<file path="src/sv/edd_pkg.sv">
// ----------------------------------------------------------------------------
// Error diffusion dither package
// Shared types, kernel tap tables and reciprocal constants.
// ----------------------------------------------------------------------------
`default_nettype none

package edd_pkg;

  localparam int unsigned FIFO_DEPTH = 4;
  localparam int unsigned NUM_KERN   = 6;
  localparam int unsigned MAX_TAPS   = 12;
  localparam int unsigned ERR_W      = 18;
  localparam int unsigned RECIP_W    = 23;
  localparam int unsigned RECIP_SH   = 26;

  localparam logic [1:0] REG_THRESHOLD = 2'd0;
  localparam logic [1:0] REG_METHOD    = 2'd1;
  localparam logic [1:0] REG_WIDTH     = 2'd2;
  localparam logic [1:0] REG_HEIGHT    = 2'd3;

  localparam logic [2:0] METH_FIRST = 3'd1;
  localparam logic [2:0] METH_LAST  = 3'd6;

  // luma divide by 100: ceil(2^22 / 100)
  localparam logic [15:0] LUMA_RECIP = 16'd41944;
  localparam int unsigned LUMA_SH    = 22;

  typedef struct packed {
    logic [7:0] thr;
    logic [2:0] meth;
  } mode_t;

  typedef struct packed {
    logic [1:0] dy;
    logic [2:0] dx;
    logic [5:0] wt;
  } tap_t;

  localparam tap_t TZ = '{2'd0, 3'd0, 6'd0};

  // ceil(2^26 / divisor) per kernel
  localparam logic [RECIP_W-1:0] RECIP [NUM_KERN] = '{
    23'd4194304, 23'd1398102, 23'd1597831, 23'd2097152, 23'd2097152, 23'd335545
  };

  localparam logic [3:0] TAP_CNT [NUM_KERN] = '{4'd4, 4'd12, 4'd12, 4'd7, 4'd10, 4'd12};

  localparam tap_t KTAPS [NUM_KERN][MAX_TAPS] = '{
    '{'{2'd0,3'd4,6'd7}, '{2'd1,3'd2,6'd3}, '{2'd1,3'd3,6'd5}, '{2'd1,3'd4,6'd1},
      TZ, TZ, TZ, TZ, TZ, TZ, TZ, TZ},
    '{'{2'd0,3'd4,6'd7}, '{2'd0,3'd5,6'd5}, '{2'd1,3'd1,6'd3}, '{2'd1,3'd2,6'd5},
      '{2'd1,3'd3,6'd7}, '{2'd1,3'd4,6'd5}, '{2'd1,3'd5,6'd3}, '{2'd2,3'd1,6'd1},
      '{2'd2,3'd2,6'd3}, '{2'd2,3'd3,6'd5}, '{2'd2,3'd4,6'd3}, '{2'd2,3'd5,6'd1}},
    '{'{2'd0,3'd4,6'd8}, '{2'd0,3'd5,6'd4}, '{2'd1,3'd1,6'd2}, '{2'd1,3'd2,6'd4},
      '{2'd1,3'd3,6'd8}, '{2'd1,3'd4,6'd4}, '{2'd1,3'd5,6'd2}, '{2'd2,3'd1,6'd1},
      '{2'd2,3'd2,6'd2}, '{2'd2,3'd3,6'd4}, '{2'd2,3'd4,6'd2}, '{2'd2,3'd5,6'd1}},
    '{'{2'd0,3'd4,6'd8}, '{2'd0,3'd5,6'd4}, '{2'd1,3'd1,6'd2}, '{2'd1,3'd2,6'd4},
      '{2'd1,3'd3,6'd8}, '{2'd1,3'd4,6'd4}, '{2'd1,3'd5,6'd2}, TZ, TZ, TZ, TZ, TZ},
    '{'{2'd0,3'd4,6'd5}, '{2'd0,3'd5,6'd3}, '{2'd1,3'd1,6'd2}, '{2'd1,3'd2,6'd4},
      '{2'd1,3'd3,6'd5}, '{2'd1,3'd4,6'd4}, '{2'd1,3'd5,6'd2}, '{2'd2,3'd2,6'd2},
      '{2'd2,3'd3,6'd3}, '{2'd2,3'd4,6'd2}, TZ, TZ},
    '{'{2'd0,3'd5,6'd32}, '{2'd1,3'd0,6'd12}, '{2'd1,3'd2,6'd26}, '{2'd1,3'd4,6'd30},
      '{2'd1,3'd6,6'd16}, '{2'd2,3'd1,6'd12}, '{2'd2,3'd3,6'd26}, '{2'd2,3'd5,6'd12},
      '{2'd3,3'd0,6'd5}, '{2'd3,3'd2,6'd12}, '{2'd3,3'd4,6'd12}, '{2'd3,3'd6,6'd5}}
  };

endpackage

`default_nettype wire

</file>
<file path="src/sv/edd_fifo.sv">
// ----------------------------------------------------------------------------
// Luma queue
// Short queue between the front and the back.
// ----------------------------------------------------------------------------
`default_nettype none

module edd_fifo (
  input  wire logic       clk_i,
  input  wire logic       rst_ni,
  input  wire logic       push_i,
  input  wire logic [7:0] push_data_i,
  input  wire logic       pop_i,
  output logic      [7:0] pop_data_o,
  output logic            empty_o,
  output logic      [$clog2(edd_pkg::FIFO_DEPTH+1)-1:0] count_o
);

  localparam int unsigned PW = $clog2(edd_pkg::FIFO_DEPTH);
  localparam int unsigned CW = $clog2(edd_pkg::FIFO_DEPTH+1);

  logic [7:0]    mem_q [edd_pkg::FIFO_DEPTH];
  logic [PW-1:0] wp_q, rp_q;
  logic [CW-1:0] cnt_q;

  assign pop_data_o = mem_q[rp_q];
  assign empty_o    = (cnt_q == '0);
  assign count_o    = cnt_q;

  always_ff @(posedge clk_i) begin
    if (push_i) begin
      mem_q[wp_q] <= push_data_i;
    end
  end

  always_ff @(posedge clk_i or negedge rst_ni) begin
    if (!rst_ni) begin
      wp_q  <= '0;
      rp_q  <= '0;
      cnt_q <= '0;
    end else begin
      if (push_i) wp_q <= wp_q + 1'b1;
      if (pop_i) rp_q <= rp_q + 1'b1;
      cnt_q <= cnt_q + CW'(push_i) - CW'(pop_i);
    end
  end

  ap_no_underrun: assert property (@(posedge clk_i) disable iff (!rst_ni)
    pop_i |-> !empty_o) else $error("pop from empty queue");
  ap_no_overrun: assert property (@(posedge clk_i) disable iff (!rst_ni)
    push_i && !pop_i |-> cnt_q < CW'(edd_pkg::FIFO_DEPTH)) else $error("push to full queue");
  ap_count: assert property (@(posedge clk_i) disable iff (!rst_ni)
    push_i && !pop_i |=> cnt_q == $past(cnt_q) + 1'b1) else $error("count slip");

endmodule

`default_nettype wire

</file>
<file path="config.mk">
export PLATFORM = sky130hd
export DESIGN_NAME = edd_fifo
export DESIGN_NICKNAME = d
export VERILOG_FILES = /design/src/sv/edd_pkg.sv /design/src/sv/edd_fifo.sv
export SDC_FILE = /design/constraint.sdc
export NUM_CORES = 1
export LEC_CHECK = 0
export BUFFER_PORTS_ARGS = -buffer_cell sky130_fd_sc_hd__buf_2
export CORE_UTILIZATION = 55
export DETAILED_ROUTE_END_ITERATION = 7
export HOLD_SLACK_MARGIN = 0.06
export PLACE_DENSITY_LB_ADDON = 0.1
export SETUP_SLACK_MARGIN = 0.5
export SLEW_MARGIN = 5
export SYNTH_ARGS = -nofsm -noshare
export SYNTH_HDL_FRONTEND = slang
export SYNTH_SLANG_ARGS = --single-unit
</file>
<file path="constraint.sdc">
create_clock -name clk_i -period 3.95 [get_ports clk_i]
set_input_delay 0.79 -clock clk_i [delete_from_list [all_inputs] [get_ports clk_i]]
set_output_delay 0.79 -clock clk_i [all_outputs]
set_load 0.02 [all_outputs]
</file>
# Word level (Yosys, flattened, before mapping)
# Memory sizes are Yosys's and may differ from the RTL's.
# Cells that the tools add are included.
# op_classes
n_addsub	4
multipliers	0
n_mux	2
bitwise_logic	0
n_eq_ne	0
shift	0
order_cmp	0
div	0
reduce_logical	1
# ops
op	n
$add A2 B1 Y2 const B	2
$add A3 B1 Y3	1
$logic_not A3 Y1	1
$sub A3 B1 Y3	1
$mux W1	2
# totals
output_inout_bits	12
mem_bits_ro	0
elab_cells	11
register_bits	7
latchBits	0
memories	1
in_bits	12
mem_bits_rw	32
# memory_table
memory	depth	word_bits	rd	rd_ports_with_merged_regs	write_ports	line	source
mem_q	4	8	1	0	1	edd_fifo.sv:21	logic [7:0] mem_q [edd_pkg::FIFO_DEPTH];

# Longest topological paths before layout
# depth
ltp_word	2
mapped_depth	7
ltp_nobuf	7

# Least setup slack after synthesis
# Ideal clock, no wire load.
# synth_timing
kind	in2reg
startpoint	in pop_i
endpoint	reg cnt_q[2], in the netlist count_o[2]
path_buffers	0
slack_ps	1944
stages	6
arrival_time_ps	1926
path_cell_list	ha_1 inv_1 ha_1 fa_1 xnor2_1 xnor2_1
# synth_via
elab_chain_cells	1
# synth_lines
element	line	source
from (decl)	edd_fifo.sv:12	input wire logic pop_i,
$sub A3 B1 Y3	edd_fifo.sv:43	cnt_q <= cnt_q + CW'(push_i) - CW'(pop_i);
to (signal assigned)	edd_fifo.sv:43	
to (decl)	edd_fifo.sv:23	logic [CW-1:0] cnt_q;
# Every way passes these cells.
# A chain may end at the register's enable or synchronous reset.

# Worst setup path after layout
# layout_timing
startpoint	reg rp_q[0]
endpoint	out pop_data_o[7]
# layout_via
elab_chain_cells	1
# layout_lines
element	line	source
from (decl)	edd_fifo.sv:22	logic [PW-1:0] wp_q, rp_q;
from (signal assigned)	edd_fifo.sv:42	if (pop_i) rp_q <= rp_q + 1'b1;
$mem_v2 Z4 W8	--	
to (decl)	edd_fifo.sv:13	output logic [7:0] pop_data_o,
# Every way passes these cells.

==> results.yml <==
status:
  status: "completed"
timing:
  whs_ps: 256
  final.period_utilization: 0.657
  worst_pin_slew_ps: 585
  post-route-min-period_ps: 2600
  relSlewSlack: 0.610
  final_max_slew_viol_count: 0
  final_hold_viol_count: 0
  finalSetupTns_ps: 0
  fin_skew_ps: 13.9
  setup_viol: 0
  rsz0062_at_grt: "no"
  fmax_ghz: 0.385
pwr:
  powerDensity_nw_per_um2: 723
  seq_power_share: 0.506
  p_leak_nw: 0.670
  p_int_w: 0.000830
  comb_power_share: 0.330
  p_sw_w: 0.000423
  p_sw_frac: 0.338
  clkPwrFrac: 0.164
  ir_drop_v: 0.000501
grt:
  grt_pass1_wl_um: 3240
  grt_max_degree: 13
  first_global_vias: 724
  antenna_found_initial: 0
  track_usage: 0.174
  overflow: 0
synth:
  synth_ff_type: "edfxtp_1"
  yosysSeqAreaShare: 0.739
  synth_edf_count: 32
  ys_types: 14
  synthCells: 75
  syn-num-nets: 94
  ys_ff_latch: 39
  avgSynthCellArea_um2: 20.5
  ys_async_sr_fraction: 0.179
  syn_area_um2: 1540
  yosysWarnings: 0
floorplanning:
  die_w_um: 54.9
  die_area_um2: 3010
  initial_core_util: 0.598
  fp.dieH_um: 54.9
  placementRows: 18
  io_pins: 24
  coreArea_um2: 2570
finish:
  regArea_um2: 1140
  drive_gt1_frac: 0.365
  antenna_cells: 0
  final_nets: 122
  final_cell_mix: "edfxtp_1 (32), buf_2 (23), mux4_2 (8)"
  final_common_cell: "edfxtp_1"
  area_growth_syn_to_layout_pct: 12.8
  fillers: 183
  multi_input_area_um2: 362
detailed_routing:
  drt-vias-per-instance: 5.28
  drt_iter0_drc: 4
  vias: 707
  wl_per_cell_um: 15.6
  drc_errors: 0
  drtPass1Iterations: 2
  wirelength_um: 2090
  ant_nets: 0
worst_setup_path:
  path_depth: 2
  critPathKind: "flop to output pin"
  crit_slowest_cell: "dfrtp_1"
  cp-startpoint: "rp_q[0]$_DFFE_PN0P_"
  slowest_delay_ps: 730
  r2r_end: "count_o[2]$_DFF_PN0_"
  path_cells: "mux4_2, buf_2"
  path_buf_inv: 1
  crit_fanout: 10
  critPathCapture: "pop_data_o[7]"
  r2r_slack_ps: 2220
  worstPathRequired_ps: 3160
  startpoint_type: "flop"
  reg2reg_from: "count_o[0]$_DFF_PN0_"
  critical_path_arrival_ps: 1810
  crit_family: "flip-flops"
  cp-end-kind: "output pin"
  reg2regPathDepth: 7
clock_tree:
  clock_latency_ps: 340
  clockRootBuffer: "clkbuf_4"
  ctsLongestPathBuffers: 2
  cts.sinks: 39
  cts_max_level: 2
  clk_pin_slew_ps: 120
  cts_tree: "built"
  postCtsSetupBuffers: 0
  ctsHoldBuffers: 0
  ctsResizeCount: 0
  cts_buffers: 5
hold_path:
  hp-class: "input pin to async pin"
place:
  portBuffers: 23
  place_congestion: 0.629
  dp_hpwl_um: 1450
job:
  maxCapViolations: 0
==> kinds of logic after synthesis <==
kind of cell               count (synthesis)  synth area share
muxes                                      8             0.117
DFF                                       39             0.739
and+or+nand+nor                            7            0.0244
adders and majority gates                  7            0.0619
xor gates and xnor gates                   5            0.0285
buffers and inverters                      8            0.0252
AOI/OAI and AO/OA                          1           0.00325
==> Yosys cell counts, types with 2 or more instances <==
library cell	number	area, um^2
nand2_1	2	7.51
xnor2_1	3	26.3
ha_1	6	75.1
xor2_1	2	17.5
and2_1	4	25.0
edfxtp_1	32	961
mux4_2	8	180
inv_1	6	22.5
dfrtp_1	7	175
==> power groups by stage <==
stage / Clock, W / Sequential, W / Combinational [W]
2_1_floorplan: 0 / 0.000611 / 0.000341
3_3_place_gp: 0 / 0.000643 / 0.000413
3_5_place_dp: 0 / 0.000647 / 0.000425
4_1_cts: 0.000211 / 0.000639 / 0.000424
5_1_grt: 0.000228 / 0.000650 / 0.000462
6_report: 0.000205 / 0.000634 / 0.000414
==> cell type report <==
class,instances,share of cell area
sequential,39,0.656
multi-input combinational,28,0.209
inverter,6,0.0130
timing repair buffer,23,0.0664
clock inverter,1,0.00289
tap,30,0.0217
clock buffer,7,0.0318
==> per-stage QoR <==
step            util  total power [W]  instance area [um^2]  cells  setup slack (ps)
3_5_place_dp   0.652          0.00107                  1670    126              1680
2_1_floorplan      -         0.000952                  1540     75              1940
4_1_cts        0.675          0.00127                  1730    134              1290
3_3_place_gp   0.652          0.00106                  1670    126              1690
6_report       0.675          0.00125                  1730    134              1350
5_1_grt        0.675          0.00134                  1730    134              1200
==> sequential cells by signal, summed over array words and instances, names as in the netlist <==
register	count
mem_q	32
rp_q	2
wp_q	2
count_o	3
==> worst min path at each step <==
stage,endpoint,slack (ps),startpoint
finish,count_o[1]$_DFF_PN0_,260,rst_ni
CTS,count_o[1]$_DFF_PN0_,250,rst_ni
global route,count_o[1]$_DFF_PN0_,260,rst_ni
floorplan,count_o[0]$_DFF_PN0_,490,rst_ni
detailed placement,wp_q[0]$_DFFE_PN0P_,530,wp_q[0]$_DFFE_PN0P_
global placement,wp_q[0]$_DFFE_PN0P_,520,wp_q[0]$_DFFE_PN0P_
==> per-layer routing <==
| layer | track usage | share of wire |
|---|---|---|
| met5 | 0 | 0 |
| met3 | 0.0583 | 0.044 |
| met2 | 0.279 | 0.49 |
| met4 | 0.0897 | 0.017 |
| met1 | 0.206 | 0.45 |
Note: power is estimated with default switching activity, not from simulation.
