### src/sv/edd_pkg.sv
// ----------------------------------------------------------------------------
// Error diffusion dither package
// Shared types, kernel tap tables and reciprocal constants.
// ----------------------------------------------------------------------------
`default_nettype none

package edd_pkg;

  localparam int unsigned FIFO_DEPTH = 4;
  localparam int unsigned NUM_KERN   = 6;
  localparam int unsigned MAX_TAPS   = 12;
  localparam int unsigned ERR_W      = 18;
  localparam int unsigned RECIP_W    = 23;
  localparam int unsigned RECIP_SH   = 26;

  localparam logic [1:0] REG_THRESHOLD = 2'd0;
  localparam logic [1:0] REG_METHOD    = 2'd1;
  localparam logic [1:0] REG_WIDTH     = 2'd2;
  localparam logic [1:0] REG_HEIGHT    = 2'd3;

  localparam logic [2:0] METH_FIRST = 3'd1;
  localparam logic [2:0] METH_LAST  = 3'd6;

  // luma divide by 100: ceil(2^22 / 100)
  localparam logic [15:0] LUMA_RECIP = 16'd41944;
  localparam int unsigned LUMA_SH    = 22;

  typedef struct packed {
    logic [7:0] thr;
    logic [2:0] meth;
  } mode_t;

  typedef struct packed {
    logic [1:0] dy;
    logic [2:0] dx;
    logic [5:0] wt;
  } tap_t;

  localparam tap_t TZ = '{2'd0, 3'd0, 6'd0};

  // ceil(2^26 / divisor) per kernel
  localparam logic [RECIP_W-1:0] RECIP [NUM_KERN] = '{
    23'd4194304, 23'd1398102, 23'd1597831, 23'd2097152, 23'd2097152, 23'd335545
  };

  localparam logic [3:0] TAP_CNT [NUM_KERN] = '{4'd4, 4'd12, 4'd12, 4'd7, 4'd10, 4'd12};

  localparam tap_t KTAPS [NUM_KERN][MAX_TAPS] = '{
    '{'{2'd0,3'd4,6'd7}, '{2'd1,3'd2,6'd3}, '{2'd1,3'd3,6'd5}, '{2'd1,3'd4,6'd1},
      TZ, TZ, TZ, TZ, TZ, TZ, TZ, TZ},
    '{'{2'd0,3'd4,6'd7}, '{2'd0,3'd5,6'd5}, '{2'd1,3'd1,6'd3}, '{2'd1,3'd2,6'd5},
      '{2'd1,3'd3,6'd7}, '{2'd1,3'd4,6'd5}, '{2'd1,3'd5,6'd3}, '{2'd2,3'd1,6'd1},
      '{2'd2,3'd2,6'd3}, '{2'd2,3'd3,6'd5}, '{2'd2,3'd4,6'd3}, '{2'd2,3'd5,6'd1}},
    '{'{2'd0,3'd4,6'd8}, '{2'd0,3'd5,6'd4}, '{2'd1,3'd1,6'd2}, '{2'd1,3'd2,6'd4},
      '{2'd1,3'd3,6'd8}, '{2'd1,3'd4,6'd4}, '{2'd1,3'd5,6'd2}, '{2'd2,3'd1,6'd1},
      '{2'd2,3'd2,6'd2}, '{2'd2,3'd3,6'd4}, '{2'd2,3'd4,6'd2}, '{2'd2,3'd5,6'd1}},
    '{'{2'd0,3'd4,6'd8}, '{2'd0,3'd5,6'd4}, '{2'd1,3'd1,6'd2}, '{2'd1,3'd2,6'd4},
      '{2'd1,3'd3,6'd8}, '{2'd1,3'd4,6'd4}, '{2'd1,3'd5,6'd2}, TZ, TZ, TZ, TZ, TZ},
    '{'{2'd0,3'd4,6'd5}, '{2'd0,3'd5,6'd3}, '{2'd1,3'd1,6'd2}, '{2'd1,3'd2,6'd4},
      '{2'd1,3'd3,6'd5}, '{2'd1,3'd4,6'd4}, '{2'd1,3'd5,6'd2}, '{2'd2,3'd2,6'd2},
      '{2'd2,3'd3,6'd3}, '{2'd2,3'd4,6'd2}, TZ, TZ},
    '{'{2'd0,3'd5,6'd32}, '{2'd1,3'd0,6'd12}, '{2'd1,3'd2,6'd26}, '{2'd1,3'd4,6'd30},
      '{2'd1,3'd6,6'd16}, '{2'd2,3'd1,6'd12}, '{2'd2,3'd3,6'd26}, '{2'd2,3'd5,6'd12},
      '{2'd3,3'd0,6'd5}, '{2'd3,3'd2,6'd12}, '{2'd3,3'd4,6'd12}, '{2'd3,3'd6,6'd5}}
  };

endpackage

`default_nettype wire

### src/sv/edd_front.sv
// ----------------------------------------------------------------------------
// Dither front end
// Accepts RGB words and turns them into luma for the queue.
// ----------------------------------------------------------------------------
`default_nettype none

module edd_front (
  input  wire logic       clk_i,
  input  wire logic       rst_ni,
  input  wire logic       in_valid_i,
  output logic            in_ready_o,
  input  wire logic [7:0] red_i,
  input  wire logic [7:0] green_i,
  input  wire logic [7:0] blue_i,
  input  wire logic       busy_i,
  input  wire logic [$clog2(edd_pkg::FIFO_DEPTH+1)-1:0] q_count_i,
  output logic            push_o,
  output logic      [7:0] luma_o
);

  localparam int unsigned CW = $clog2(edd_pkg::FIFO_DEPTH+1);

  logic        s1_v_q;
  logic [14:0] sum_q;
  logic [30:0] prod;
  logic [CW:0] used;

  assign used       = {1'b0, q_count_i} + (CW+1)'(s1_v_q);
  assign in_ready_o = !busy_i && (used < (CW+1)'(edd_pkg::FIFO_DEPTH));
  assign prod       = 31'(sum_q) * 31'(edd_pkg::LUMA_RECIP);
  assign push_o     = s1_v_q;
  assign luma_o     = prod[edd_pkg::LUMA_SH +: 8];

  always_ff @(posedge clk_i) begin
    sum_q <= 15'(15'd30 * 15'(red_i)) + 15'(15'd59 * 15'(green_i))
           + 15'(15'd11 * 15'(blue_i));
  end

  always_ff @(posedge clk_i or negedge rst_ni) begin
    if (!rst_ni) begin
      s1_v_q <= 1'b0;
    end else begin
      s1_v_q <= in_valid_i && in_ready_o;
    end
  end

endmodule

`default_nettype wire

### config.mk
export PLATFORM = sky130hd
export DESIGN_NAME = edd_front
export DESIGN_NICKNAME = d
export VERILOG_FILES = /design/src/sv/edd_pkg.sv /design/src/sv/edd_front.sv
export SDC_FILE = /design/constraint.sdc
export NUM_CORES = 1
export LEC_CHECK = 0
export ABC_AREA = 1
export BUFFER_PORTS_ARGS = -buffer_cell sky130_fd_sc_hd__buf_2
export CAP_MARGIN = 10
export CORE_ASPECT_RATIO = 0.5
export CORE_MARGIN = 4
export CORE_UTILIZATION = 55
export CTS_CLUSTER_DIAMETER = 150
export DETAILED_ROUTE_END_ITERATION = 16
export PLACE_DENSITY = 0.73
export REMOVE_ABC_BUFFERS = 1
export SYNTH_ARGS = -nofsm -noshare
export SYNTH_HDL_FRONTEND = slang
export SYNTH_SLANG_ARGS = --single-unit
### constraint.sdc
create_clock -name clk_i -period 13.35 [get_ports clk_i]
set_input_delay 1.335 -clock clk_i [delete_from_list [all_inputs] [get_ports clk_i]]
set_output_delay 1.335 -clock clk_i [all_outputs]
set_load 0.1 [all_outputs]
-- After elaboration in Yosys (flattened, before gate mapping)
Index checks and enable logic that the tools add are counted.
- register bits: 16
- latch bits: 0
- RAM bits: 0
- ROM bits: 0
- logic and storage cells: 13
- memories: 0
- add/sub/neg operators: 3
- multipliers: 4
- div/mod/pow operators: 0
- $lt $le $gt $ge: 1
- equality and inequality tests: 0
- shift-type cells: 0
- multiplexer cells: 0
- bitwise logic cells: 0
- reductions and logical operators: 3
- operators with widths (cell ; count):
    $mul 15x13->27 const B ; 1
    $mul 4x8->12 const A ; 2
    $add 13x14->15 ; 1
    $add 15x12->15 ; 1
    $mul 6x8->14 const A ; 1
    $add 3x1->4 ; 1
    $lt 4x3->1 const B ; 1
    $logic_and 1x1->1 ; 2
    $logic_not 1->1 ; 1

-- Longest topological paths before layout
Gate-level depths: netlist of run 1.
- depth after elaboration: 4
- gate-level depth with buffers: 24
- gate-level depth less buffers: 24

-- Least setup slack after synthesis of run 1
Ideal clock, no wire load.
- kind: in2reg
- start: in red_i[3]
- end: reg sum_q[11]
- data arrival time: 5881 ps
- data required time: 13227 ps
- setup slack: 7346 ps
- cell stages on the path: 20
- path buffers: 0
- cell sequence: inv_1 fa_1 fa_1 inv_1 ha_1 a21o_1 a31oi_1 xor2_1 inv_1 fa_1 inv_1 fa_1 fa_1 inv_1 ha_1 a21oi_1 o21ai_1 a21oi_1 o21bai_1 xor2_1
- cells in the longest elaborated chain, start to end: 3
- ends and longest elaborated chain (item ; line ; source):
    start: declaration ; edd_front.sv:12 ; input wire logic [7:0] red_i,
    $mul 4x8->12 ; edd_front.sv:35 ; sum_q <= 15'(15'd30 * 15'(red_i)) + 15'(15'd59 * 15'(green_i))
    $add 13x14->15 ; edd_front.sv:35 ;
    $add 15x12->15 ; edd_front.sv:36 ; + 15'(15'd11 * 15'(blue_i));
    end signal: assignment ; edd_front.sv:35 ;
    end: declaration ; edd_front.sv:24 ; logic [14:0] sum_q;
Every way passes these cells.

-- Final worst setup path of run 1
- start: reg sum_q[10]
- end: out luma_o[6]
- cells in the longest elaborated chain, start to end: 1
- ends and longest elaborated chain (item ; line ; source):
    $mul 15x13->27 ; edd_front.sv:30 ; assign prod = 31'(sum_q) * 31'(edd_pkg::LUMA_RECIP);
    end: declaration ; edd_front.sv:18 ; output logic [7:0] luma_o
Every way passes these cells.

==> results by group, run 1 <==
Status
  – Status: complete, no violations

GRT
  – Largest net degree at the start of global routing: 10
  – Number of global-route vias before repair: 5544
  – Overflow after GRT: 0
  – Global-route wire length before repair: 25200 um
  – Number of antenna violations at the first check in global routing: 0
  – All-Layer GR Usage: 19.6%

CTS
  – Number of levels in the clock H-tree: 1
  – CTS clock-pin slew for the worst setup and hold paths: 50 ps
  – Number of post-CTS setup repair buffers: 0
  – Post-CTS Hold Fix Bufs: 0
  – CTS Sinks: 16
  – Number of gates given a new drive strength after cts: 0
  – TritonCTS clock tree: built
  – Clock latency of the later-clocked register in the worst-skew pair: 240 ps
  – Number of clock buffers inserted by TritonCTS: 3
  – Worst-case clock buffer depth: 2
  – Buffer type at the clock tree root: sky130_fd_sc_hd__clkbuf_16

Finish
  – Final net count: 1225
  – Final antenna diode count: 0
  – Fillers: approximately 1.2k
  – Share of cells above drive strength 1: approximately 6.3%
  – Area used by multi-input combinational logic: 6080 sq um
  – Non-Filler Cell Area, Final: ~8000 sq um
  – Storage element area: 325 sq um
  – End-of-flow core utilization: 60.8%
  – Layout Area Growth over Synthesis: 5.94%

STA
  – Post-route fraction of the period consumed by the critical path: 46.3%
  – FMAX: 0.162 GHz
  – Worst max-slew margin expressed relative to the limit: 67.5%
  – Final-report setup violation count: 0
  – Setup repair after global routing missed its margin: false
  – Slew at the pin closest to its max-slew limit: 491 ps
  – Pins over their slew limit: 0
  – Largest clock skew in the final design: 0 ps
  – Final Hold Viols: 0
  – Final sum of negative setup slack: 0 ps
  – Tmin final: 6180 ps

Run
  – Max Cap Viol: 0

Setup path
  – Worst-path fanout max: 6
  – CP cell instances: ha_1 -> inv_1 -> fa_1 -> inv_1 -> fa_1 -> inv_1 -> fa_1 -> fa_1 -> inv_1 -> ha_1 -> nand2_1 -> inv_1 -> nand2_1 -> nand2_1 -> inv_1 -> nor2_1 -> o21ai_1 -> nand4_1 -> nand2_1 -> buf_2
  – Most used cell, CP: sky130_fd_sc_hd__inv_1
  – Slowest Stage Delay on Critical Path: 540 ps
  – Worst endpoint required time: 12020 ps
  – Startpoint type of the worst setup path: flip-flop
  – Type of the worst setup path: reg2out
  – Kind of capture point of the worst setup path: primary output
  – Crit-path leading delay family: adder cells
  – Data arrival, critical path: 4850 ps
  – Master of the slowest instance on the critical path: sky130_fd_sc_hd__fa_1
  – Crit path buf inv count: 7

Logic synthesis
  – Syn Std Cell Area: 7440 sq um
  – Cells after Synth: 864
  – Top-count cell post-synth: sky130_fd_sc_hd__inv_1
  – EDFF count, synth: 0
  – Sequential-to-total area share from yosys stat: 4.37%
  – Synth async-reset ratio: 6.25%
  – Count of synthesis-stage warnings from yosys: 0
  – Top post-synthesis cells by area: sky130_fd_sc_hd__fa_1 (36%), sky130_fd_sc_hd__ha_1 (27%), sky130_fd_sc_hd__inv_1 (13%)
  – Number of distinct library cell variants in the gate-level netlist after synthesis: 31
  – Post-synth top flop: sky130_fd_sc_hd__dfxtp_1
  – Post-synthesis area per instance: 8.61 sq um
  – Flip-flop and latch count after synthesis: 16
  – Fraction of synthesized cell area taken by the top area cell type: 35.5%
  – Cell type contributing the most total cell area after synthesis: sky130_fd_sc_hd__fa_1
  – Commonest cells in the netlist: sky130_fd_sc_hd__inv_1 (255), sky130_fd_sc_hd__ha_1 (161), sky130_fd_sc_hd__fa_1 (132)

Floorplanning
  – Ports placed on the boundary: 41
  – Die extent in y: approximately 90 um
  – Number of core rows: 29
  – Floorplan Core Area: around 13000 sq um
  – Effective utilization at floorplan: 57.4%
  – Die Wd: between 150 and 200 um
  – Die area: 15600 sq um

Worst hold path
  – Class of the most critical hold timing path: reg2reg

Placement
  – Routability cong.: 0.922
  – Placed standard-cell area: 7790 sq um
  – HPWL after detailed placement: 13300 um
  – Number of buffer cells added on primary ports: 40

Drt
  – Detail-routed net length per standard cell: 13.3 um
  – Vias per Instance: 4.99
  – First drt pass iteration count: 4
  – Antenna viol nets, final: 0
  – Post-detailed-routing wire length: 14200 um
  – Drt first-iter violations: ~210
  – DRC violation count after routing: 0
  – Total via count in the routed design: 5344
## layout by cell type, fill, tap and decap left out, types with 2 or more instances in the layout
cell type,Yosys,layout
sky130_fd_sc_hd__a21boi_0,2,2
sky130_fd_sc_hd__a21o_1,4,4
sky130_fd_sc_hd__a21oi_1,34,34
sky130_fd_sc_hd__a31oi_1,3,3
sky130_fd_sc_hd__and3_1,2,2
sky130_fd_sc_hd__buf_2,0,40
sky130_fd_sc_hd__clkbuf_16,0,3
sky130_fd_sc_hd__dfxtp_1,15,15
sky130_fd_sc_hd__fa_1,132,132
sky130_fd_sc_hd__ha_1,161,161
sky130_fd_sc_hd__inv_1,255,255
sky130_fd_sc_hd__inv_2,3,3
sky130_fd_sc_hd__nand2_1,114,114
sky130_fd_sc_hd__nand2_2,2,2
sky130_fd_sc_hd__nand3_1,27,27
sky130_fd_sc_hd__nand4_1,11,11
sky130_fd_sc_hd__nor2_1,36,36
sky130_fd_sc_hd__nor3_1,3,3
sky130_fd_sc_hd__nor3_2,4,4
sky130_fd_sc_hd__o2111ai_1,2,2
sky130_fd_sc_hd__o21ai_0,10,10
sky130_fd_sc_hd__o21ai_1,2,2
sky130_fd_sc_hd__o21bai_1,7,7
sky130_fd_sc_hd__xnor2_1,6,6
sky130_fd_sc_hd__xor2_1,14,14
## cell families after synthesis
logic type               count (synthesis)  synth area share (%)
adder cells (fa/ha/maj)                293                  62.6
flip-flops                              16                  4.37
buffers and inverters                  267                  13.9
AND/OR/NAND/NOR                        201                  11.6
AO/OA/AOI/OAI                           67                  5.23
XOR/XNOR                                20                  2.35
## sequential cells by signal, summed over array words and instances, names as in the netlist
name	count
sum_q	15
push_o	1
## cell type report
class	count	share of cell area, %
flip-flops and latches	16	4.13
well taps	170	2.70
multi-input cells	581	77.2
clock buffers	4	1.13
inverters	259	12.3
repair buffers	40	2.54
## worst paths after layout
check / slack, ps / cells past startpoint / start / to
max: 7170 / 20 / sum_q[10]$_DFF_P_ / luma_o[6]
min: 580 / 3 / push_o$_DFF_PN0_ / push_o$_DFF_PN0_
max reg2reg: 12660 / 3 / push_o$_DFF_PN0_ / push_o$_DFF_PN0_
min reg2reg: 580 / 3 / push_o$_DFF_PN0_ / push_o$_DFF_PN0_
max in group asynchronous: 12410 / 1 / rst_ni / push_o$_DFF_PN0_
min in group asynchronous: 850 / 1 / rst_ni / push_o$_DFF_PN0_
## metal layers
layer,vias up,track usage [%],part of all wire (%)
li1,2696,-,-
met1,2564,28.7,48
met2,73,32.6,47
met3,11,1.36,3.7
met4,0,3.20,1.0
met5,-,0,0
## through the flow
stage / instances / hold WS, ps / setup WS (ps)
3_3_place_gp: 1066 / 542 / 7060
5_1_grt: 1070 / 619 / 6930
4_1_cts: 1070 / 586 / 7160
3_5_place_dp: 1066 / 577 / 7000
6_report: 1070 / 581 / 7170
2_1_floorplan: 856 / 1040 / 7350
## worst register-to-register path, cell delays in order (launching register included)
cell and delay (ps):
sky130_fd_sc_hd__dfrtp_1 360, sky130_fd_sc_hd__nand3_1 80, sky130_fd_sc_hd__nand2_1 70, sky130_fd_sc_hd__nor2_1 100
Power of run 1 is not shown: default switching activity piles up to over one toggle a cycle in this logic, so the estimate is an artifact.
==> run 2: changes to the inputs <==
ABC_AREA = 0   (was 1)
PLACE_DENSITY = 0.76   (was 0.73)
clock period = 5.5 ns   (was 13.35 ns; I/O delays follow)
==> results by group, run 2 <==
Setup path
  – Crit path buf inv count: 6 (-1)
  – Worst endpoint required time: 4950 ps (-7070 ps)
  – Crit-path leading delay family: adder cells
  – Most used cell, CP: sky130_fd_sc_hd__fa_1
  – Kind of capture point of the worst setup path: primary output
  – RR Endpoint: push_o$_DFF_PN0_
  – Type of the worst setup path: reg2out
  – Startpoint of the worst register-to-register path: push_o$_DFF_PN0_
  – Slowest Stage Delay on Critical Path: 520 ps (-20 ps)
  – FF-to-FF setup slack: 4570 ps (-8090 ps)
  – Startpoint type of the worst setup path: flip-flop
  – Worst r2r path cells: 2 (-1)
  – Master of the slowest instance on the critical path: sky130_fd_sc_hd__fa_1
  – Worst-path fanout max: 4 (-2)
  – CP cell instances: buf_4 -> fa_1 -> ha_1 -> inv_1 -> fa_1 -> inv_1 -> fa_1 -> fa_1 -> ha_4 -> nand4_1 -> buf_4 -> nor3_4 -> o211ai_4 -> a31oi_4 -> buf_6 -> o21a_1 -> nor2_2 -> xnor2_1 -> bufbuf_16
  – Data arrival, critical path: 5130 ps (+280 ps)

Status
  – Status: finished with violations
  – Failing checks: negative setup slack

Logic synthesis
  – Post-synthesis compound-gate area fraction: 5.84% (+0.60 points)
  – Area fraction in and, or, nand and nor cells after synthesis: 4.11% (-7.5 points)
  – Synth async-reset ratio: 6.25% (unchanged)
  – Number of distinct library cell variants in the gate-level netlist after synthesis: 41 (+32%)
  – Top-count cell post-synth: sky130_fd_sc_hd__inv_1
  – Area share of xor/xnor cells in the synthesized design: 3.61% (+1.3 points)
  – Commonest cells in the netlist: sky130_fd_sc_hd__inv_1 (222), sky130_fd_sc_hd__ha_1 (161), sky130_fd_sc_hd__fa_1 (132)
  – Post-synthesis area per instance: 10.0 sq um (+17%)
  – Syn Std Cell Area: 6800 sq um (-8.6%)
  – Multiplexer fraction of the synthesized cell area: 0% (unchanged)
  – Cells after Synth: 677 (-22%)
  – EDFF count, synth: 0 (unchanged)
  – Top post-synthesis cells by area: sky130_fd_sc_hd__fa_1 (39%), sky130_fd_sc_hd__ha_1 (30%), sky130_fd_sc_hd__inv_1 (12%)
  – Post-synth top flop: sky130_fd_sc_hd__dfxtp_1
  – Synthesized-area fraction occupied by adder cells: 68.5% (+5.9 points)
  – Sequential-to-total area share from yosys stat: 4.79% (+0.41 points)
  – Flip-flop and latch count after synthesis: 16 (unchanged)
  – Fraction of synthesized cell area taken by the top area cell type: 38.9% (+3.4 points)
  – Cell type contributing the most total cell area after synthesis: sky130_fd_sc_hd__fa_1
  – Count of synthesis-stage warnings from yosys: 0 (unchanged)
  – Combinational family with the most area after synthesis: adder cells

GRT
  – Number of global-route vias before repair: 5240 (-5.5%)
  – Global-route wire length before repair: 23200 um (-8.2%)
  – All-Layer GR Usage: 19.9% (+0.25 points)
  – Largest net degree at the start of global routing: 10 (unchanged)
  – Number of antenna violations at the first check in global routing: 0 (unchanged)
  – Overflow after GRT: 0 (unchanged)

Drt
  – Detail-routed net length per standard cell: 14.1 um (+6.5%)
  – First drt pass iteration count: 4 (unchanged)
  – Vias per Instance: 4.89 (-2.0%)
  – DRC violation count after routing: 0 (unchanged)
  – Post-detailed-routing wire length: 13100 um (-7.8%)
  – Total via count in the routed design: 4531 (-15%)
  – Drt first-iter violations: 100 (-51%)
  – Antenna viol nets, final: 0 (unchanged)

STA
  – Final Hold Viols: 0 (unchanged)
  – Tmin final: 5680 ps
  – Setup repair after global routing missed its margin: true
  – Post-route fraction of the period consumed by the critical path: 103%
  – Final critical-path setup slack: -176 ps (-7340 ps)
  – Pins over their slew limit: 0 (unchanged)
  – Final-report setup violation count: 8 (+8)
  – FMAX: 0.176 GHz
  – Largest clock skew in the final design: 0 ps (unchanged)
  – Slew at the pin closest to its max-slew limit: 488 ps (-2.75 ps)
  – Final sum of negative setup slack: -861 ps (-861 ps)
  – Worst max-slew margin expressed relative to the limit: 67.7% (+0.18 points)

Finish
  – Final net count: 1086 (-11%)
  – Final antenna diode count: 0 (unchanged)
  – Share of cells above drive strength 1: 20.0% (+14 points)
  – Top library cells by usage in the layout, fill and taps aside: sky130_fd_sc_hd__inv_1 (216), sky130_fd_sc_hd__ha_1 (151), sky130_fd_sc_hd__fa_1 (130)
  – Layout Area Growth over Synthesis: 18.5%
  – Most common library cell in the layout ignoring fill and taps: sky130_fd_sc_hd__inv_1
  – End-of-flow core utilization: 67.4% (+6.6 points)
  – Reg with most FFs: sum_q
  – Fillers: 799 (-31%)
  – Non-Filler Cell Area, Final: 8050 sq um (+2.2%)
  – Flip-flop count of the largest register after layout: 15 (unchanged)

Floorplanning
  – Effective utilization at floorplan: 56.9% (-0.53 points)
  – Die area: 14300 sq um (-8.1%)
  – Die Wd: 165 um (-4.2%)
  – Number of core rows: 28 (-3.4%)
  – Die extent in y: 86.6 um (-4.0%)
  – Ports placed on the boundary: 41 (unchanged)
  – Floorplan Core Area: 11900 sq um (-7.8%)

Worst hold path
  – Class of the most critical hold timing path: in2async

CTS
  – Clock latency of the later-clocked register in the worst-skew pair: 240 ps (about the same)
  – CTS Sinks: 16 (unchanged)
  – Number of levels in the clock H-tree: 1 (unchanged)
  – TritonCTS clock tree: built
  – Post-CTS Hold Fix Bufs: 0 (unchanged)
  – Buffer type at the clock tree root: sky130_fd_sc_hd__clkbuf_16
  – Number of clock buffers inserted by TritonCTS: 3 (unchanged)
  – Worst-case clock buffer depth: 2 (unchanged)
  – CTS clock-pin slew for the worst setup and hold paths: 50 ps (about the same)

Placement
  – Number of buffer cells added on primary ports: 40 (unchanged)
  – Post-placement setup slack: -256 ps (-7260 ps)
  – HPWL after detailed placement: 11200 um (-16%)
  – Routability cong.: 0.870 (-5.6%)
  – Placed standard-cell area: 7530 sq um (-3.3%)

Run
  – Max Cap Viol: 0 (unchanged)
## run 2: worst register-to-register path: stages (launching register included)
cell	delay, ps
sky130_fd_sc_hd__dfrtp_1	370
sky130_fd_sc_hd__a311oi_1	330
sky130_fd_sc_hd__and2_1	170
## run 2: final cells by class
class | count | area, sq um | area share [%]
Sequential cell | 16 | 353 | 4.38
Tap cell | 165 | 206 | 2.56
Timing Repair Buffer | 88 | 728 | 9.04
Clock buffer | 4 | 78.8 | 0.979
Inverter | 222 | 833 | 10.3
Multi-Input combinational cell | 431 | 5850 | 72.7
## run 2: metrics by stage
step,cells,hold WS [ps]
finish,926,67.6
detailed placement,912,326
floorplan,669,254
global route,926,60.3
global placement,912,324
CTS,925,66.9
## run 2: how the worst max path moves through the flow
| stage | start | endpoint | slack (ps) | cells past startpoint |
|---|---|---|---|---|
| after floorplan | sum_q[12]$_DFF_P_ | luma_o[7] | -710 | 15 |
| after global placement | red_i[0] | sum_q[14]$_DFF_P_ | -110 | 20 |
| after detailed placement | red_i[0] | sum_q[14]$_DFF_P_ | -260 | 20 |
| after CTS | sum_q[8]$_DFF_P_ | luma_o[2] | -130 | 19 |
| after global routing | sum_q[8]$_DFF_P_ | luma_o[6] | -410 | 18 |
| final | sum_q[8]$_DFF_P_ | luma_o[2] | -180 | 19 |
## run 2: timing repair
action / 4_1_cts / 5_1_grt
pin swaps: 22 / 31
resized for setup: 33 / 44
setup buffers: 9 / 1
setup endpoints to repair: 7 / 13
## run 2: kinds of logic after synthesis
family | Yosys count
adder cells (fa/ha/maj) | 293
buffers and inverters | 230
AO/OA/AOI/OAI | 55
AND/OR/NAND/NOR | 55
XOR/XNOR | 28
flip-flops | 16
## run 2: layer usage
layer | part of all wire [%] | global-route usage, % | up-vias
met5 | 0 | 0 | -
met3 | 3.3 | 1.85 | 23
met4 | 1.5 | 3.77 | 0
met1 | 45 | 26.4 | 2214
met2 | 50 | 36.0 | 67
li1 | - | - | 2227
Power of run 2 is left out for the same reason.
==> run 3: changes to the inputs <==
TNS_END_PERCENT = 5   (was not set)
==> results by group, run 3 (synthesized netlist as in run 2, its figures left out) <==
Floorplanning
  – Die area: 14300 sq um (unchanged)
  – Ports placed on the boundary: 41 (unchanged)
  – Effective utilization at floorplan: 56.9% (unchanged)
  – Die extent in y: 86.6 um (unchanged)
  – Floorplan Core Area: 11900 sq um (unchanged)
  – Die Wd: 165 um (unchanged)
  – Number of core rows: 28 (unchanged)

Drt
  – Total via count in the routed design: 4503 (-0.62%)
  – Vias per Instance: 4.87 (-0.51%)
  – Detail-routed net length per standard cell: 13.7 um (-2.8%)
  – First drt pass iteration count: 4 (unchanged)
  – M1 WL: 5800 um (-1.4%)
  – Met2 wire length: 6370 um (-3.0%)
  – Met3 wirelength from detailed routing: 369 um (-15%)
  – Antenna viol nets, final: 0 (unchanged)
  – Drt first-iter violations: 99 (-1.0%)
  – Post-detailed-routing wire length: 12700 um (-2.9%)
  – DRC violation count after routing: 0 (unchanged)
  – Top routing layer in use: met4

Worst hold path
  – Class of the most critical hold timing path: in2async

GRT
  – Number of antenna violations at the first check in global routing: 0 (unchanged)
  – All-Layer GR Usage: 19.9% (unchanged)
  – Largest net degree at the start of global routing: 10 (unchanged)
  – Overflow after GRT: 0 (unchanged)
  – Global-route wire length before repair: 23200 um (about the same)
  – Number of global-route vias before repair: 5234 (-0.11%)

Setup path
  – Kind of capture point of the worst setup path: primary output
  – Startpoint of the worst register-to-register path: push_o$_DFF_PN0_
  – Worst r2r path cells: 2 (unchanged)
  – Data arrival, critical path: 5090 ps (-40 ps)
  – Worst endpoint required time: 4950 ps (about the same)
  – RR Endpoint: push_o$_DFF_PN0_
  – FF-to-FF setup slack: 4570 ps (about the same)
  – Type of the worst setup path: reg2out
  – Worst-path fanout max: 4 (unchanged)
  – Startpoint type of the worst setup path: flip-flop

Status
  – Failing checks: negative setup slack
  – Status: finished with violations

CTS
  – Clock latency of the later-clocked register in the worst-skew pair: 250 ps (about the same)
  – TritonCTS clock tree: built
  – Buffer type at the clock tree root: sky130_fd_sc_hd__clkbuf_16
  – Number of clock buffers inserted by TritonCTS: 3 (unchanged)
  – CTS Sinks: 16 (unchanged)
  – CTS clock-pin slew for the worst setup and hold paths: 50 ps (about the same)
  – Number of levels in the clock H-tree: 1 (unchanged)
  – Worst-case clock buffer depth: 2 (unchanged)
  – Post-CTS Hold Fix Bufs: 0 (unchanged)

Finish
  – Reg with most FFs: sum_q
  – Layout Area Growth over Synthesis: 16.0%
  – Final antenna diode count: 0 (unchanged)
  – Flip-flop count of the largest register after layout: 15 (unchanged)
  – End-of-flow core utilization: 66.0% (-1.4 points)
  – Area used by multi-input combinational logic: 5710 sq um (-2.5%)
  – Share of cells above drive strength 1: 16.7% (-3.3 points)
  – Most common library cell in the layout ignoring fill and taps: sky130_fd_sc_hd__inv_1
  – Top library cells by usage in the layout, fill and taps aside: sky130_fd_sc_hd__inv_1 (221), sky130_fd_sc_hd__ha_1 (158), sky130_fd_sc_hd__fa_1 (131)
  – Fillers: 852 (+6.6%)
  – Final net count: 1085 (-0.092%)
  – Storage element area: 352 sq um (-0.35%)

STA
  – Largest clock skew in the final design: 0 ps (unchanged)
  – Final sum of negative setup slack: -496 ps (+365 ps)
  – Slew at the pin closest to its max-slew limit: 488 ps (unchanged)
  – Final critical-path setup slack: -141 ps (+34.8 ps)
  – Pins over their slew limit: 0 (unchanged)
  – Tmin final: 5640 ps (-34.7 ps)
  – Worst max-slew margin expressed relative to the limit: 67.7% (unchanged)
  – Setup repair after global routing missed its margin: true
  – Post-route fraction of the period consumed by the critical path: 103% (-0.63 points)
  – Final-report setup violation count: 5 (-3)
  – FMAX: 0.177 GHz (+0.62%)
  – Final Hold Viols: 0 (unchanged)

Run
  – Max Cap Viol: 0 (unchanged)

Placement
  – HPWL after detailed placement: 11200 um (unchanged)
  – Number of buffer cells added on primary ports: 40 (unchanged)
  – Routability cong.: 0.870 (unchanged)
run 3: cell count changes in the layout (fill, tap and decap cells not counted), sizes merged:
cell	change
clkbuf	-1
run 3: cell type report:
cell class | instances | area share (%)
tap | 165 | 2.62
sequential | 16 | 4.46
inverter | 222 | 10.6
multi-input combinational | 431 | 72.4
timing repair buffer | 87 | 9.00
clock buffer | 4 | 1.00
run 3: layer usage:
metal  vias up  track usage (%)
li1       2225                -
met1      2198             26.4
met2        61             36.0
met3        19             1.85
met4         0             3.77
met5         -                0
run 3: worst max path at each step:
stage,start,to,depth (start not counted)
floorplan,sum_q[12]$_DFF_P_,luma_o[7],15
global placement,red_i[0],sum_q[14]$_DFF_P_,20
detailed placement,red_i[0],sum_q[14]$_DFF_P_,20
CTS,sum_q[8]$_DFF_P_,luma_o[2],19
global route,sum_q[8]$_DFF_P_,luma_o[6],18
finish,sum_q[8]$_DFF_P_,luma_o[2],19
run 3: metrics by stage:
stage / worst slack (ps) / hold WS [ps] / std cells / area [sq um]
6_report: -141 / 67.1 / 925 / 7890
5_1_grt: -409 / 60.3 / 925 / 7890
4_1_cts: -127 / 66.9 / 925 / 7810
3_5_place_dp: -256 / 326 / 912 / 7530
3_3_place_gp: -110 / 324 / 912 / 7530
2_1_floorplan: -707 / 254 / 669 / 6740
run 3: worst max-delay path, stage by stage (launching register included):
cell                        delay [ps]
sky130_fd_sc_hd__dfxtp_4           370
sky130_fd_sc_hd__buf_4             150
sky130_fd_sc_hd__fa_1              490
sky130_fd_sc_hd__ha_1              150
sky130_fd_sc_hd__inv_1              50
sky130_fd_sc_hd__fa_1              520
sky130_fd_sc_hd__inv_1              50
sky130_fd_sc_hd__fa_1              580
sky130_fd_sc_hd__fa_1              470
sky130_fd_sc_hd__ha_4              290
sky130_fd_sc_hd__nand4_1           160
sky130_fd_sc_hd__buf_4             200
sky130_fd_sc_hd__nor3_4            150
sky130_fd_sc_hd__o211ai_4          120
sky130_fd_sc_hd__a31oi_4           290
sky130_fd_sc_hd__buf_6             150
sky130_fd_sc_hd__o21a_1            130
sky130_fd_sc_hd__nor2_1             60
sky130_fd_sc_hd__xnor2_1           140
sky130_fd_sc_hd__bufbuf_16         330
run 3: repair_timing:
action / 4_1_cts / 5_1_grt
setup endpoints to repair: 7 / 13
setup buffers: 9 / 0
resized for setup: 33 / 12
pin swaps: 18 / 7
Power of run 3 is left out for the same reason.
